--- src/cdxf_pkg.sv ---
`timescale 1ns / 1ps
// ----------------------------------------------------------------------------
// Curved dual crossfader package
// Shared widths, types, register indexes and curve codes for the crossfader.
// ----------------------------------------------------------------------------
package cdxf_pkg;

  // Sample width, Q4.11 volts at the default of 16 bits (legal range 12 to 32).
  localparam int SAMPLE_BITS = 16;

  // Weighted products and the rounded mix before clipping.
  localparam int PROD_W = SAMPLE_BITS + 17;
  localparam int MIX_W  = PROD_W + 1 - 15;

  // Pipeline depth: the position path fills the first stages, the mix the rest.
  localparam int POS_STAGES = 4;
  localparam int N_STAGES   = 9;

  // Position arithmetic, Q1.14.
  localparam int Q14_ONE = 16384;

  // CV term is round(cv * trim / 10240): add half, drop 11 bits, then divide
  // by five through a reciprocal multiply on a biased, non-negative value.
  localparam logic signed [32:0] CV_HALF     = 33'sd5120;
  localparam logic        [21:0] DIV5_BIAS   = 22'd2621440;
  localparam logic        [29:0] DIV5_MAGIC  = 30'd858993460;
  localparam logic signed [20:0] DIV5_OFFSET = 21'sd524288;

  // Configuration register indexes.
  localparam int CFG_IDX_W  = 2;
  localparam int CFG_DATA_W = 15;
  localparam logic [CFG_IDX_W-1:0] REG_CURVE_MODE = 2'd0;
  localparam logic [CFG_IDX_W-1:0] REG_CLIP_LIMIT = 2'd1;

  // Curve codes; any other code behaves as linear.
  localparam logic [1:0] CURVE_LOG = 2'd0;
  localparam logic [1:0] CURVE_LIN = 2'd1;
  localparam logic [1:0] CURVE_EXP = 2'd2;

  localparam logic [14:0] CLIP_RESET = 15'd20480;

  typedef logic signed [SAMPLE_BITS-1:0] sample_t;
  typedef logic signed [15:0]            ctrl_t;
  typedef logic [14:0]                   mag_t;

  typedef struct packed {
    logic [1:0]  curve_mode;
    logic [14:0] clip_limit;
  } cfg_t;

endpackage

--- src/cdxf_position.sv ---
`timescale 1ns / 1ps
// ----------------------------------------------------------------------------
// Crossfader position pipeline
// Four stages from knobs, trims and CVs to the sign and magnitude of the
// clamped section position.
// ----------------------------------------------------------------------------
module cdxf_position (
  input  logic                                   clk,
  input  logic [cdxf_pkg::POS_STAGES:1]          load,
  input  cdxf_pkg::sample_t                      sample_a,
  input  cdxf_pkg::sample_t                      sample_b,
  input  cdxf_pkg::ctrl_t                        section_knob,
  input  cdxf_pkg::ctrl_t                        section_trim,
  input  cdxf_pkg::ctrl_t                        section_cv,
  input  logic                                   section_cv_present,
  input  cdxf_pkg::ctrl_t                        master_knob,
  input  cdxf_pkg::ctrl_t                        master_trim,
  input  cdxf_pkg::ctrl_t                        master_cv,
  input  logic                                   master_cv_present,
  output logic                                   pos_neg,
  output cdxf_pkg::mag_t                         pos_mag,
  output cdxf_pkg::sample_t                      pos_a,
  output cdxf_pkg::sample_t                      pos_b
);
  import cdxf_pkg::*;

  function automatic logic [21:0] div5_prep(input logic signed [31:0] p);
    logic signed [32:0] t;
    logic [21:0] q;
    t = {p[31], p} + CV_HALF;
    q = t[32:11];
    return q + DIV5_BIAS;
  endfunction

  function automatic ctrl_t clamp_one(input logic signed [21:0] v);
    if (v > 22'sd16384) begin
      return 16'sd16384;
    end else if (v < -22'sd16384) begin
      return -16'sd16384;
    end
    return v[15:0];
  endfunction

  // Stage 1: CV times trim.
  logic signed [31:0] prod_m1, prod_s1;
  ctrl_t              m_knob1, s_knob1;
  logic               m_on1, s_on1;
  sample_t            a1, b1;

  always_ff @(posedge clk) begin
    if (load[1]) begin
      prod_m1 <= master_cv * master_trim;
      prod_s1 <= section_cv * section_trim;
      m_knob1 <= master_knob;
      s_knob1 <= section_knob;
      m_on1   <= master_cv_present;
      s_on1   <= section_cv_present;
      a1      <= sample_a;
      b1      <= sample_b;
    end
  end

  // Stage 2: rounded shift, then the reciprocal multiply for the divide by five.
  logic [51:0] full_m, full_s;
  logic [19:0] quo_m2, quo_s2;
  ctrl_t       m_knob2, s_knob2;
  logic        m_on2, s_on2;
  sample_t     a2, b2;

  always_comb begin
    full_m = {30'b0, div5_prep(prod_m1)} * {22'b0, DIV5_MAGIC};
    full_s = {30'b0, div5_prep(prod_s1)} * {22'b0, DIV5_MAGIC};
  end

  always_ff @(posedge clk) begin
    if (load[2]) begin
      quo_m2  <= full_m[51:32];
      quo_s2  <= full_s[51:32];
      m_knob2 <= m_knob1;
      s_knob2 <= s_knob1;
      m_on2   <= m_on1;
      s_on2   <= s_on1;
      a2      <= a1;
      b2      <= b1;
    end
  end

  // Stage 3: master position, clamped.
  logic signed [20:0] term_m, term_s;
  logic signed [21:0] master_sum;
  ctrl_t              master3, s_knob3;
  logic signed [20:0] s_term3;
  sample_t            a3, b3;

  always_comb begin
    term_m     = signed'({1'b0, quo_m2}) - DIV5_OFFSET;
    term_s     = signed'({1'b0, quo_s2}) - DIV5_OFFSET;
    master_sum = 22'(m_knob2) + (m_on2 ? 22'(term_m) : 22'sd0);
  end

  always_ff @(posedge clk) begin
    if (load[3]) begin
      master3 <= clamp_one(master_sum);
      s_knob3 <= s_knob2;
      s_term3 <= s_on2 ? term_s : 21'sd0;
      a3      <= a2;
      b3      <= b2;
    end
  end

  // Stage 4: section position, clamped, split into sign and magnitude.
  logic signed [21:0] pos_sum;
  ctrl_t              pos;

  always_comb begin
    pos_sum = 22'(s_knob3) + 22'(master3) + 22'(s_term3);
    pos     = clamp_one(pos_sum);
  end

  always_ff @(posedge clk) begin
    if (load[4]) begin
      pos_neg <= pos[15];
      pos_mag <= pos[15] ? 15'(-pos) : pos[14:0];
      pos_a   <= a3;
      pos_b   <= b3;
    end
  end

endmodule

--- config.mk ---
export PLATFORM = sky130hd
export DESIGN_NAME = cdxf_position
export DESIGN_NICKNAME = d
export VERILOG_FILES = /design/src/cdxf_pkg.sv /design/src/cdxf_position.sv
export SDC_FILE = /design/constraint.sdc
export NUM_CORES = 2
export LEC_CHECK = 0
export ABC_AREA = 1
export BUFFER_PORTS_ARGS = -buffer_cell sky130_fd_sc_hd__buf_2
export CORE_ASPECT_RATIO = 0.5
export CORE_MARGIN = 2
export CORE_UTILIZATION = 45
export CTS_BUF_LIST = sky130_fd_sc_hd__clkbuf_4
export DETAILED_ROUTE_END_ITERATION = 10
export SLEW_MARGIN = 20
export SYNTH_ARGS = -nofsm -noshare
export SYNTH_HDL_FRONTEND = slang
export SYNTH_SLANG_ARGS = --single-unit
--- constraint.sdc ---
create_clock -name clk -period 7.1 [get_ports clk]
set_input_delay 0.71 -clock clk [delete_from_list [all_inputs] [get_ports clk]]
set_output_delay 0.71 -clock clk [all_outputs]
set_load 0.02 [all_outputs]
## Yosys cells after proc, flatten, opt, wreduce, memory -nomap -nowiden

Index checks and enable logic that the tools add are counted.

- Add/sub/neg operators: 10
- Multipliers: 4
- Divide/modulo/power cells: 0
- Magnitude comparators: 4
- Eq/ne operators: 0
- Shift-type cells: 0
- Multiplexer cells: 13
- Bitwise logic cells: 0
- Reduce and logical (&&, ||, !) cells: 0

Operators with widths:

| cell | count |
|---|---|
| 22-bit by 28-bit multiplier with 50-bit output, second input constant | 2 |
| 16-bit 2-to-1 mux | 6 |
| 32-bit by 14-bit adder with 33-bit output, second input constant | 2 |
| 16-bit by 16-bit multiplier with 32-bit output | 2 |
| 22-bit adder, second input constant | 2 |
| 22-bit by 16-bit > comparator with 1-bit output, second input constant | 2 |
| 22-bit by 15-bit < comparator with 1-bit output, second input constant | 2 |
| 20-bit by 20-bit subtractor with 21-bit output, second input constant | 2 |
| 16-bit by 22-bit adder with 22-bit output | 1 |
| 17-bit by 21-bit adder with 22-bit output | 1 |
| 22-bit 2-to-1 mux | 1 |
| 16-bit by 16-bit adder with 17-bit output | 1 |
| 15-bit 2-to-1 mux | 1 |
| 15-bit negator | 1 |
| 1-bit 2-to-1 mux | 5 |

- Bits in registers: 369
- Latch bits: 0
- Bits in writable memories: 0
- Bits in read-only memories: 0
- Input port bits: 135
- Output and inout port bits: 48
- Word-level logic and storage cells: 56
- Memories kept: 0

## Depth between registers and ports, before layout

- Word-level depth: 8
- Mapped depth: 42
- Mapped depth without buffers: 42

## Worst setup path before layout

Ideal clock, no wire load.

- Kind: flip-flop to flip-flop
- Start: reg prod_s1[10]
- End: reg quo_s2[17], data pin
- Setup time: 0.258 ns
- Arrival: 7.315 ns
- Data required time: 6.842 ns
- Slack: -0.473 ns
- Cell stages (with the launch flop): 39
- Buffers on the path: 0
- Period minus slack after synthesis: 7.573 ns
- Cells stage by stage: edfxtp_1 > ha_1 > o21ai_0 > nor3b_1 > nand3_1 > nor2_1 > inv_1 > nor2_1 > nand2_1 > nor2_1 > nand2_1 > nor2_1 > nand2_1 > nand2_1 > inv_1 > ha_1 > xor2_1 > ha_1 > [... 3 more ...] > inv_1 > fa_1 > fa_1 > fa_1 > inv_1 > fa_1 > inv_1 > ha_1 > nand2_1 > nor2_1 > inv_1 > nor3_1 > inv_1 > nor2_1 > nand4_1 > o2111ai_1 > a31oi_1 > xnor2_1

- Word-level cells in the longest chain between the ends: 3

RTL lines:

| item | line | source |
|---|---|---|
| start, declared | cdxf_position.sv:45 | `logic signed [31:0] prod_m1, prod_s1;` |
| start signal, assigned | cdxf_position.sv:53 | `prod_s1 <= section_cv * section_trim;` |
| 32-bit by 14-bit adder with 33-bit output | cdxf_position.sv:30 | `t = {p[31], p} + CV_HALF;` |
| 22-bit adder | cdxf_position.sv:32 | `return q + DIV5_BIAS;` |
| 22-bit by 28-bit multiplier with 50-bit output | cdxf_position.sv:72 | `full_s = {30'b0, div5_prep(prod_s1)} * {22'b0, DIV5_MAGIC};` |
| net full_s[49] | cdxf_position.sv:64 | `logic [51:0] full_m, full_s;` |
| end signal, assigned | cdxf_position.sv:78 | `quo_s2 <= full_s[51:32];` |
| end, declared | cdxf_position.sv:65 | `logic [19:0] quo_m2, quo_s2;` |

The timed path passes the listed nets, and every way through them passes these cells.
A chain may end at the register's enable or synchronous reset.

## Worst setup path after layout

Same ends and word-level chain as after synthesis.

==> metrics.cfg <==
[status]
outcome=finished, violations left
violations=negative setup slack

[clock_tree]
clock_path_buffers=3
cts_made_buffers=85
cts_sinks=348
clock_latency_ns=0.92
cts_tree=yes
cts-root-buf=clkbuf_4
htreeDepth=3
path_clk_slew_ns=0.06

[synthesis]
synth_edf_count=348
synthesis.area_um2=50800
synth_nets=7062
yosysSeqAreaShare_pct=20.6
async_flop_share_pct=0
synth_top_cell_area_share_pct=32.6
synth_common_cells=1,510 x inv_1, 979 x nand2_1, 828 x fa_1, 583 x ha_1, 348 x edfxtp_1
synth_area_leaders=fa_1 33%, edfxtp_1 21%, ha_1 14%
avgSynthCellArea_um2=9.21
ys_seq_elements=348
syn-instance-count=5516
synth_largest_area_cell=fa_1
ys_types=60
ys_warn_count=0
synth.most_common_cell=inv_1
synth_flop_cell=edfxtp_1

[setup_path]
cpPeakStageDelay_ns=0.58
crit_top_cell=inv_2
r2r-end=quo_s2[17]
cp-startpoint=prod_s1[10]
cp.required_ns=7.70
critical_path.max_fanout=3
worstSetupEndpointType=flip-flop
r2r_slack_ns=-0.42
slowest_stage=fa_1
crit_path_start_kind=flip-flop
worstSetupPathType=reg -> reg
reg2reg_from=prod_s1[10]
arrival_ns=8.12
rr_worst_depth=37

[timing]
tightest_slew_ns=1.04
slew_headroom_pct=30.9
min_period_ns=7.52
slew_violations=0
rsz0062_at_grt=true
fin_skew_ns=0.0968
setup_ws_ns=-0.416
fin_crit_sh_pct=106
setup_viol=40
hold_viol=0
max_freq_ghz=0.133

[grt]
antenna_found_initial=6
grt_pass1_vias=41000
grt_max_degree=85
gr-total-overflow=0
grt_pass1_wl_mm=214
grt_usage_pct=23.1

[floorplan]
std_cell_rows=87
die_area_um2=116000
io_pins=183
initial_core_util_pct=45.2
die_h_um=242
core-area_um2=112000
die_width_um=479

[hold_path]
hold_path_class=in -> reg
hold_end=s_knob2[5]
hp-start=load[2]
hold_depth=1

[routing]
routedWlPerCell_um=17.1
ant_nets=0
drt_first_pass_iters=6
vias=38000
avgViaCountPerCell=4.90
drtIter0Drc=2130
drc=0
wl_mm=132

[cells_and_area]
final_cells=7756
area_growth_pct=18.2
fillCellCount=10300
seqCellArea_um2=10500
num-nets-final=7717
post-route-util_pct=53.5
multi_input_area_um2=36000
layout-drive-gt1-share_pct=18.9

[placement]
place_ws_ns=-0.694
port_buffers=182
dp.cells=7462
dp_hpwl_mm=111
place_congestion=0.925

[job]
max_cap_violations=0

## cell usage in the layout, fill, tap and decap left out, types with 64 or more instances in the layout
| cell type | n |
|---|---|
| edfxtp_1 | 348 |
| inv_1 | 1462 |
| o21ai_0 | 90 |
| buf_2 | 179 |
| nor2_1 | 180 |
| fa_1 | 808 |
| a21oi_1 | 184 |
| clkbuf_4 | 126 |
| ha_1 | 544 |
| nand2_1 | 936 |
| nand3_1 | 82 |
| dlygate4sd3_1 | 66 |
| inv_2 | 64 |
| xor2_1 | 88 |
| buf_4 | 398 |
## through the flow
stage | setup TNS, ns | hold WS, ns | instance area [um2]
global placement | -13.92 | 0.400 | 56000
CTS | -12.52 | 0.198 | 59100
floorplan | -0.279 | 0.400 | 50900
detailed placement | -19.33 | 0.405 | 56000
finish | -11.09 | 0.337 | 60000
global route | -23.14 | 0.256 | 60000
## how the worst max path moves through the flow
stage               slack (ns)  cells after the start         end
floorplan                -0.14                     38  quo_s2[17]
global placement         -0.52                     38  quo_s2[18]
detailed placement       -0.69                     37  quo_s2[18]
CTS                      -0.44                     38  quo_s2[17]
global route             -0.77                     38  quo_s2[17]
finish                   -0.42                     37  quo_s2[17]
## critical path: cells and delay by family (launching register included)
kind                     cells  cell delay (ns)
AO/OA/AOI/OAI                3             0.40
XOR/XNOR                     2             0.30
adder cells (fa/ha/maj)     10             4.09
buffers and inverters        8             0.49
flip-flops                   1             0.36
AND/OR/NAND/NOR             14             1.62
## registers in the layout (all words and copies together) (netlist names), 20 cells and up
register / count
s_term3: 20
quo_m2: 20
prod_m1: 22
quo_s2: 20
prod_s1: 22
## cell families (layout without fill, tap and decap cells)
kind of cell / count (synthesis) / count (layout) / synth area share [%]
buffers and inverters: 1630 / 2348 / 12.1
adder cells (fa/ha/maj): 1411 / 1411 / 47.0
flip-flops: 348 / 348 / 20.6
XOR/XNOR: 167 / 167 / 2.88
other: 0 / 9 / 0
AO/OA/AOI/OAI: 487 / 487 / 5.45
AND/OR/NAND/NOR: 1473 / 1473 / 12.0
## per-layer routing
layer / vias up / global-route usage (%) / share of wire (%)
met4: 6 / 5.08 / 1.9
li1: 18200 / - / -
met5: - / 0 / 0.030
met2: 955 / 37.9 / 47
met1: 18700 / 32.9 / 46
met3: 170 / 3.00 / 5.3
## cell type report
cell class / count / area share [%]
Multi-Input combinational cell: 3538 / 59.9
Sequential cell: 348 / 17.4
Inverter: 1527 / 9.56
Timing Repair Buffer: 671 / 8.09
Tap cell: 1513 / 3.15
Clock buffer: 126 / 1.58
Clock inverter: 24 / 0.304
Antenna cell: 9 / 0.0375
## timing repair
action	4_1_cts	5_1_grt
gates resized for setup	218	221
endpoints found under the hold margin	66	0
setup buffers	56	19
setup endpoints to repair	40	40
hold buffers	66	0
pin swaps	97	126
Power is not shown: default switching activity piles up to over one toggle a cycle in this logic, so the estimate is an artifact.
